File: src/hw/rtl/assert_macros.svh
// Assertion macros shared by the match list RTL.
`ifndef ASSERT_MACROS_SVH
`define ASSERT_MACROS_SVH

// Condition must never be seen high outside reset.
`define ASSERT_NEVER(label, clk, rst, cond) \
   label: assert property (@(posedge clk) disable iff (rst) !(cond)) \
      else $error("assertion failed: condition must never hold");

// Antecedent implies consequent in the same cycle.
`define ASSERT_IMPLIES(label, clk, rst, ante, cons) \
   label: assert property (@(posedge clk) disable iff (rst) (ante) |-> (cons)) \
      else $error("assertion failed: implication violated");

// Antecedent implies consequent in the next cycle.
`define ASSERT_NEXT(label, clk, rst, ante, cons) \
   label: assert property (@(posedge clk) disable iff (rst) (ante) |=> (cons)) \
      else $error("assertion failed: next-cycle implication violated");

`endif

File: src/hw/rtl/tsml_pkg.sv
// Shared constants, types and helpers of the threshold sorted match list.
`default_nettype none

package tsml_pkg;

   // List and grid sizing
   localparam int unsigned MAX_MATCHES  = 32;
   localparam int unsigned CELL_COUNT   = 4096;
   localparam int unsigned RESULT_LIMIT = 32;

   // Field widths
   localparam int unsigned SCORE_W  = 16;
   localparam int unsigned CELL_W   = 12;
   localparam int unsigned COLS_W   = 12;
   localparam int unsigned SCALE_W  = 16;
   localparam int unsigned POS_W    = 16;
   localparam int unsigned TOTAL_W  = 6;
   localparam int unsigned CNT_W    = $clog2(MAX_MATCHES + 1);
   localparam int unsigned PROD_W   = CELL_W + SCALE_W;
   localparam int unsigned FRAC_SHIFT = 4;
   localparam int unsigned DIV_CNT_W  = $clog2(CELL_W + 1);

   // Stream payload widths
   localparam int unsigned REQ_FIELD_W = SCORE_W + 2 * CELL_W;
   localparam int unsigned REQ_TDATA_W = ((REQ_FIELD_W + 7) / 8) * 8;
   localparam int unsigned RSP_FIELD_W = 4 * POS_W + SCORE_W + TOTAL_W + 1;
   localparam int unsigned RSP_TDATA_W = ((RSP_FIELD_W + 7) / 8) * 8;

   // Register file
   localparam int unsigned CSR_ADDR_W = 3;
   localparam int unsigned CSR_DATA_W = 16;
   localparam logic [CSR_ADDR_W-1:0] REG_CONF_THRESHOLD = 3'd0;
   localparam logic [CSR_ADDR_W-1:0] REG_SORT_ENABLE    = 3'd1;
   localparam logic [CSR_ADDR_W-1:0] REG_GRID_COLUMNS   = 3'd2;
   localparam logic [CSR_ADDR_W-1:0] REG_SCALE_AX       = 3'd3;
   localparam logic [CSR_ADDR_W-1:0] REG_SCALE_AY       = 3'd4;
   localparam logic [CSR_ADDR_W-1:0] REG_SCALE_BX       = 3'd5;
   localparam logic [CSR_ADDR_W-1:0] REG_SCALE_BY       = 3'd6;

   localparam logic [SCORE_W-1:0] THRESHOLD_RST = 16'd32768;
   localparam logic [COLS_W-1:0]  COLUMNS_RST   = 12'd80;
   localparam logic [SCALE_W-1:0] SCALE_RST     = 16'd2048;

   // One list entry
   typedef struct packed {
      logic [SCORE_W-1:0] score;
      logic [CELL_W-1:0]  cell_a;
      logic [CELL_W-1:0]  cell_b;
   } entry_type;

   // Controller to datapath commands
   typedef struct packed {
      logic take;       // input beat accepted
      logic div_start;  // start coordinate division for head entry
      logic mul_load;   // register scaled products
      logic out_load;   // load result register
      logic out_empty;  // result is the empty-list marker
      logic out_last;   // result closes the run
      logic pop;        // drop head entry after it was sent
      logic clear;      // run finished, empty the list
   } ctrl_cmd_type;

   // Datapath to controller status
   typedef struct packed {
      logic             empty;
      logic [CNT_W-1:0] count;
      logic             div_done;
   } dp_stat_type;

   // Q20.8 product to Q12.4 pixels, truncated and saturated
   function automatic logic [POS_W-1:0] to_pixels(input logic [PROD_W-1:0] prod);
      logic [PROD_W-1:0] shifted;
      shifted = prod >> FRAC_SHIFT;
      if (|(shifted >> POS_W)) begin
         to_pixels = '1;
      end else begin
         to_pixels = shifted[POS_W-1:0];
      end
   endfunction

endpackage

`default_nettype wire

File: src/hw/rtl/tsml_ctrl.sv
// Controller: accepts items, then sequences the emission of the list.
`default_nettype none

module tsml_ctrl (
   input  wire logic                       clock,
   input  wire logic                       reset,
   input  wire logic                       req_tvalid,
   output logic                            req_tready,
   input  wire logic                       req_tlast,
   output logic                            rsp_tvalid,
   input  wire logic                       rsp_tready,
   input  wire tsml_pkg::dp_stat_type       stat,
   output tsml_pkg::ctrl_cmd_type           cmd
);
   import tsml_pkg::*;

   localparam logic [2:0] S_IDLE  = 3'd0;
   localparam logic [2:0] S_START = 3'd1;
   localparam logic [2:0] S_LOAD  = 3'd2;
   localparam logic [2:0] S_DIV   = 3'd3;
   localparam logic [2:0] S_MUL   = 3'd4;
   localparam logic [2:0] S_SEND  = 3'd5;

   logic [2:0]       state_ff, state_in;
   logic [CNT_W-1:0] left_ff, left_in;
   logic             at_last;

   assign req_tready = (state_ff == S_IDLE);
   assign rsp_tvalid = (state_ff == S_SEND);
   assign at_last    = (left_ff == CNT_W'(1));

   // Next state and commands
   always_comb begin
      state_in = state_ff;
      left_in  = left_ff;
      cmd      = '0;
      cmd.take = req_tvalid && req_tready;
      unique case (state_ff)
         S_IDLE: begin
            if (cmd.take && req_tlast) begin
               state_in = S_START;
            end
         end
         S_START: begin
            // results to send: one marker when empty, else entries up to the cap
            if (stat.empty) begin
               left_in = CNT_W'(1);
            end else if (32'(stat.count) > RESULT_LIMIT) begin
               left_in = CNT_W'(RESULT_LIMIT);
            end else begin
               left_in = stat.count;
            end
            state_in = S_LOAD;
         end
         S_LOAD: begin
            if (stat.empty) begin
               cmd.out_load  = 1'b1;
               cmd.out_empty = 1'b1;
               cmd.out_last  = at_last;
               state_in      = S_SEND;
            end else begin
               cmd.div_start = 1'b1;
               state_in      = S_DIV;
            end
         end
         S_DIV: begin
            if (stat.div_done) begin
               cmd.mul_load = 1'b1;
               state_in     = S_MUL;
            end
         end
         S_MUL: begin
            cmd.out_load = 1'b1;
            cmd.out_last = at_last;
            state_in     = S_SEND;
         end
         S_SEND: begin
            if (rsp_tready) begin
               if (at_last) begin
                  cmd.clear = 1'b1;
                  state_in  = S_IDLE;
               end else begin
                  cmd.pop  = 1'b1;
                  left_in  = left_ff - CNT_W'(1);
                  state_in = S_LOAD;
               end
            end
         end
         default: begin
            state_in = S_IDLE;
         end
      endcase
   end

   always_ff @(posedge clock) begin
      if (reset) begin
         state_ff <= S_IDLE;
         left_ff  <= '0;
      end else begin
         state_ff <= state_in;
         left_ff  <= left_in;
      end
   end

`include "assert_macros.svh"

   `ASSERT_NEVER(a_busy_both_sides, clock, reset, req_tready && rsp_tvalid)
   `ASSERT_NEVER(a_send_with_nothing_left, clock, reset, rsp_tvalid && (left_ff == '0))

endmodule

`default_nettype wire

File: config.mk
export PLATFORM = sky130hd
export DESIGN_NAME = tsml_ctrl
export DESIGN_NICKNAME = d
export VERILOG_FILES = /design/src/hw/rtl/tsml_pkg.sv /design/src/hw/rtl/tsml_ctrl.sv
export VERILOG_INCLUDE_DIRS = /design/src /design/src/hw/rtl
export SDC_FILE = /design/constraint.sdc
export NUM_CORES = 1
export LEC_CHECK = 0
export ABC_CLOCK_PERIOD_IN_PS = 1850
export BUFFER_PORTS_ARGS = -buffer_cell sky130_fd_sc_hd__buf_2
export CAP_MARGIN = 30
export CORE_MARGIN = 1.5
export CORE_UTILIZATION = 49
export CTS_CLUSTER_SIZE = 24
export DETAILED_ROUTE_END_ITERATION = 7
export GPL_TIMING_DRIVEN = 0
export PLACE_DENSITY = 0.74
export SLEW_MARGIN = 20
export SYNTH_ARGS = -nofsm -noshare
export SYNTH_HDL_FRONTEND = slang
export SYNTH_SLANG_ARGS = --single-unit
File: constraint.sdc
create_clock -name clock -period 1.85 [get_ports clock]
set_input_delay 0.0925 -clock clock [delete_from_list [all_inputs] [get_ports clock]]
set_output_delay 0.0925 -clock clock [all_outputs]
set_load 0.02 [all_outputs]
==> flow_summary_export.csv <==
group,metric,value,unit
run_status,outcome,"finished clean",
floorplanning,pin_count,23,
cells_and_area,multi_input_area,547,sq um
timing,worstMarginPinSlew,0.765,ns
worst_setup_path,crit_path_end_kind,"output port",
drt,viasPerCell,5.99,
worst_setup_path,critPathLaunchType,"register",
floorplanning,fp-row-count,14,
synth,ys_top_cells_by_area,"dfxtp_1, a21oi_1, nor2b_1, nand4b_1, ha_1",
floorplanning,die_y,42.6,um
clock_network,root_buffer,"clkbuf_4",
synth,synth_edf_count,0,
cells_and_area,nets,140,
clock_network,cts_tree,"built",
global_routing,track_usage,23.2,%
pwr,ir_drop,555,uV
synth,ys_warn_count,0,
synth,async_reset_ff_share,0,%
timing,fmax,579,MHz
drt,drtIter0Drc,21,
drt,dr.pass1.iters,4,
worst_setup_path,critPathMostFrequentCell,"buf_2",
cells_and_area,seqCellArea,180,sq um
cells_and_area,final_common_cell,"buf_2",
floorplanning,dieWidth,42.6,um
timing,final.period_utilization,93.3,%
cells_and_area,final_area,928,sq um
synth,dominantRegCellSynth,"dfxtp_1",
pwr,p_leak,0.410,nW
worst_setup_path,crit_family,"simple AND/OR/NAND/NOR gates",
clock_network,cts_buffer_depth,2,
global_routing,grt_max_degree,11,
global_routing,antenna_found_initial,0,
cells_and_area,syn_to_final_growth,20.8,%
timing,fin_skew,0.00444,ns
clock_network,clk_pin_slew,0.06,ns
timing,tns,0,ns
place,place_area,898,sq um
worst_setup_path,crit_slowest_cell,"dfxtp_1",
global_routing,grt_overflow,0,
synth,synth.cell_area,768,sq um
floorplanning,core,1490,sq um
cells_and_area,final_util,62.4,%
timing,setup_violations,0,
min_path,hold_class,"input pin to register",
cells_and_area,final.fill_count,146,
drt,antenna_left,0,
worst_setup_path,critPathBufInv,2,
cells_and_area,drive_above_1_share,27.4,%
synth,ys_ff_latch,9,
drt,vias,838,
synth,syn_avg_cell_area,7.84,sq um
global_routing,grt_pass1_wl,3.30,mm
timing,rsz0062_at_grt,"false",
cells_and_area,antenna_cells,0,
run,cap_violations,0,
synth,synth_seq_area_share,23.5,%
timing,slew_headroom,48.9,%
worst_setup_path,crit_chain,"buf_2, nor2b_2, nand2_1, a21oi_1, nor2b_1, buf_2",
timing,hold_viol_final,0,
place,hpwlAfterDp,1.45,mm
drt,wl_per_cell,13.7,um
worst_setup_path,worst-path-max-fanout,10,
global_routing,grt_pass1_vias,745,
pwr,fin_total_pwr,0.995,mW
clock_network,ctsHoldBuffers,0,
cells_and_area,layout_common_cells,"buf_2, a21oi_1, dfxtp_1",
pwr,p_per_area,1070,nW/um^2
worst_setup_path,critPathArrivalTime,1.63,ns
synth,synth_nets,113,
clock_network,worstSkewPairLatency,0.26,ns
clock_network,cts_htree_levels,1,
timing,hold_ws,0.121,ns
timing,period_minus_slack,1.73,ns
drt,drc,0,
place,place_congestion,0.867,
timing,final_max_slew_viol_count,0,
synth,yosysTopAreaCellShare,23.5,%
synth,synthesis.instances,98,
clock_network,clkSinkCount,9,
worst_setup_path,cp.required,1.76,ns
synth,synth_cell_type_count,42,
floorplanning,start_util,51.6,%
place,io_buffers,22,
worst_setup_path,criticalPathCategory,"register to output port",
floorplanning,dieArea,1810,sq um
clock_network,cts_buffers,3,
synth,synth.largest_area_cell,"dfxtp_1",
drt,totalWireLength,1.92,mm
worst_setup_path,slowest_delay,0.41,ns
## routing by layer
metal | vias up | GRT usage (%) | wire length [um]
li1 | 421 | - | -
met1 | 395 | 30.9 | 915
met2 | 20 | 38.5 | 906
met3 | 2 | 6.90 | 86
met4 | 0 | 1.88 | 8
met5 | - | 0 | 0
## logic make-up after synthesis
kind of cell,share of synthesized area [%]
AND/OR/NAND/NOR,34.4
AO/OA/AOI/OAI,31.9
buffers and inverters,5.70
flip-flops,23.5
adder cells (fa/ha/maj),3.26
multiplexers,1.30
## through the flow
stage               setup slack [ns]  instances
detailed placement             0.245        136
finish                         0.123        140
global placement               0.243        136
CTS                           0.0834        140
floorplan                      0.101         98
global route                 0.00648        140
## cell type report
type,count,area share (%)
plain buffers,5,2.43
well taps,16,2.16
clock buffers,4,2.83
flip-flops and latches,9,19.4
repair buffers,22,11.9
multi-input cells,78,58.9
inverters,6,2.43
## Yosys cell counts, types with 2 or more instances
cell	count
or3_1	2
nor2_1	5
dfxtp_1	9
a21o_1	2
inv_1	6
clkbuf_1	3
nand3_1	2
nor2b_1	6
ha_1	2
o21ai_0	2
nand3b_1	2
nand4b_1	3
buf_2	2
nor3_1	3
o21a_1	3
nor3b_1	3
nand2_1	6
nor4_1	2
a21oi_1	9
nand2b_1	4
## final timing paths
path                                          startpoint                  endpoint  slack, ns  depth (start not counted)
worst max-delay path            state_ff[1]$_SDFFE_PP0P_                    cmd[2]       0.12                          6
worst max register to register  state_ff[0]$_SDFFE_PP0P_   left_ff[0]$_SDFFE_PP0P_       0.21                          5
worst min-delay path                           req_tlast  state_ff[1]$_SDFFE_PP0P_       0.12                          3
worst min register to register   left_ff[5]$_SDFFE_PP0P_   left_ff[5]$_SDFFE_PP0P_       0.52                          2
## tightest hold or removal path, cell delays in order
cell	delay [ns]
buf_2	0.10
nand2_1	0.05
a2111oi_0	0.08
## power by group
group          total (mW)  switching, mW  internal, mW
clock network       0.151         0.0676        0.0831
logic               0.563          0.336         0.226
registers           0.281         0.0455         0.236
## timing repair
action	in CTS	in global routing
setup buffers	0	0
endpoints found under the setup margin	1	1
gates resized for setup	1	2
## state kept, by name, indices dropped and copies added (netlist names)
name      count
left_ff       6
state_ff      3
(Power assumes the default switching activity.)
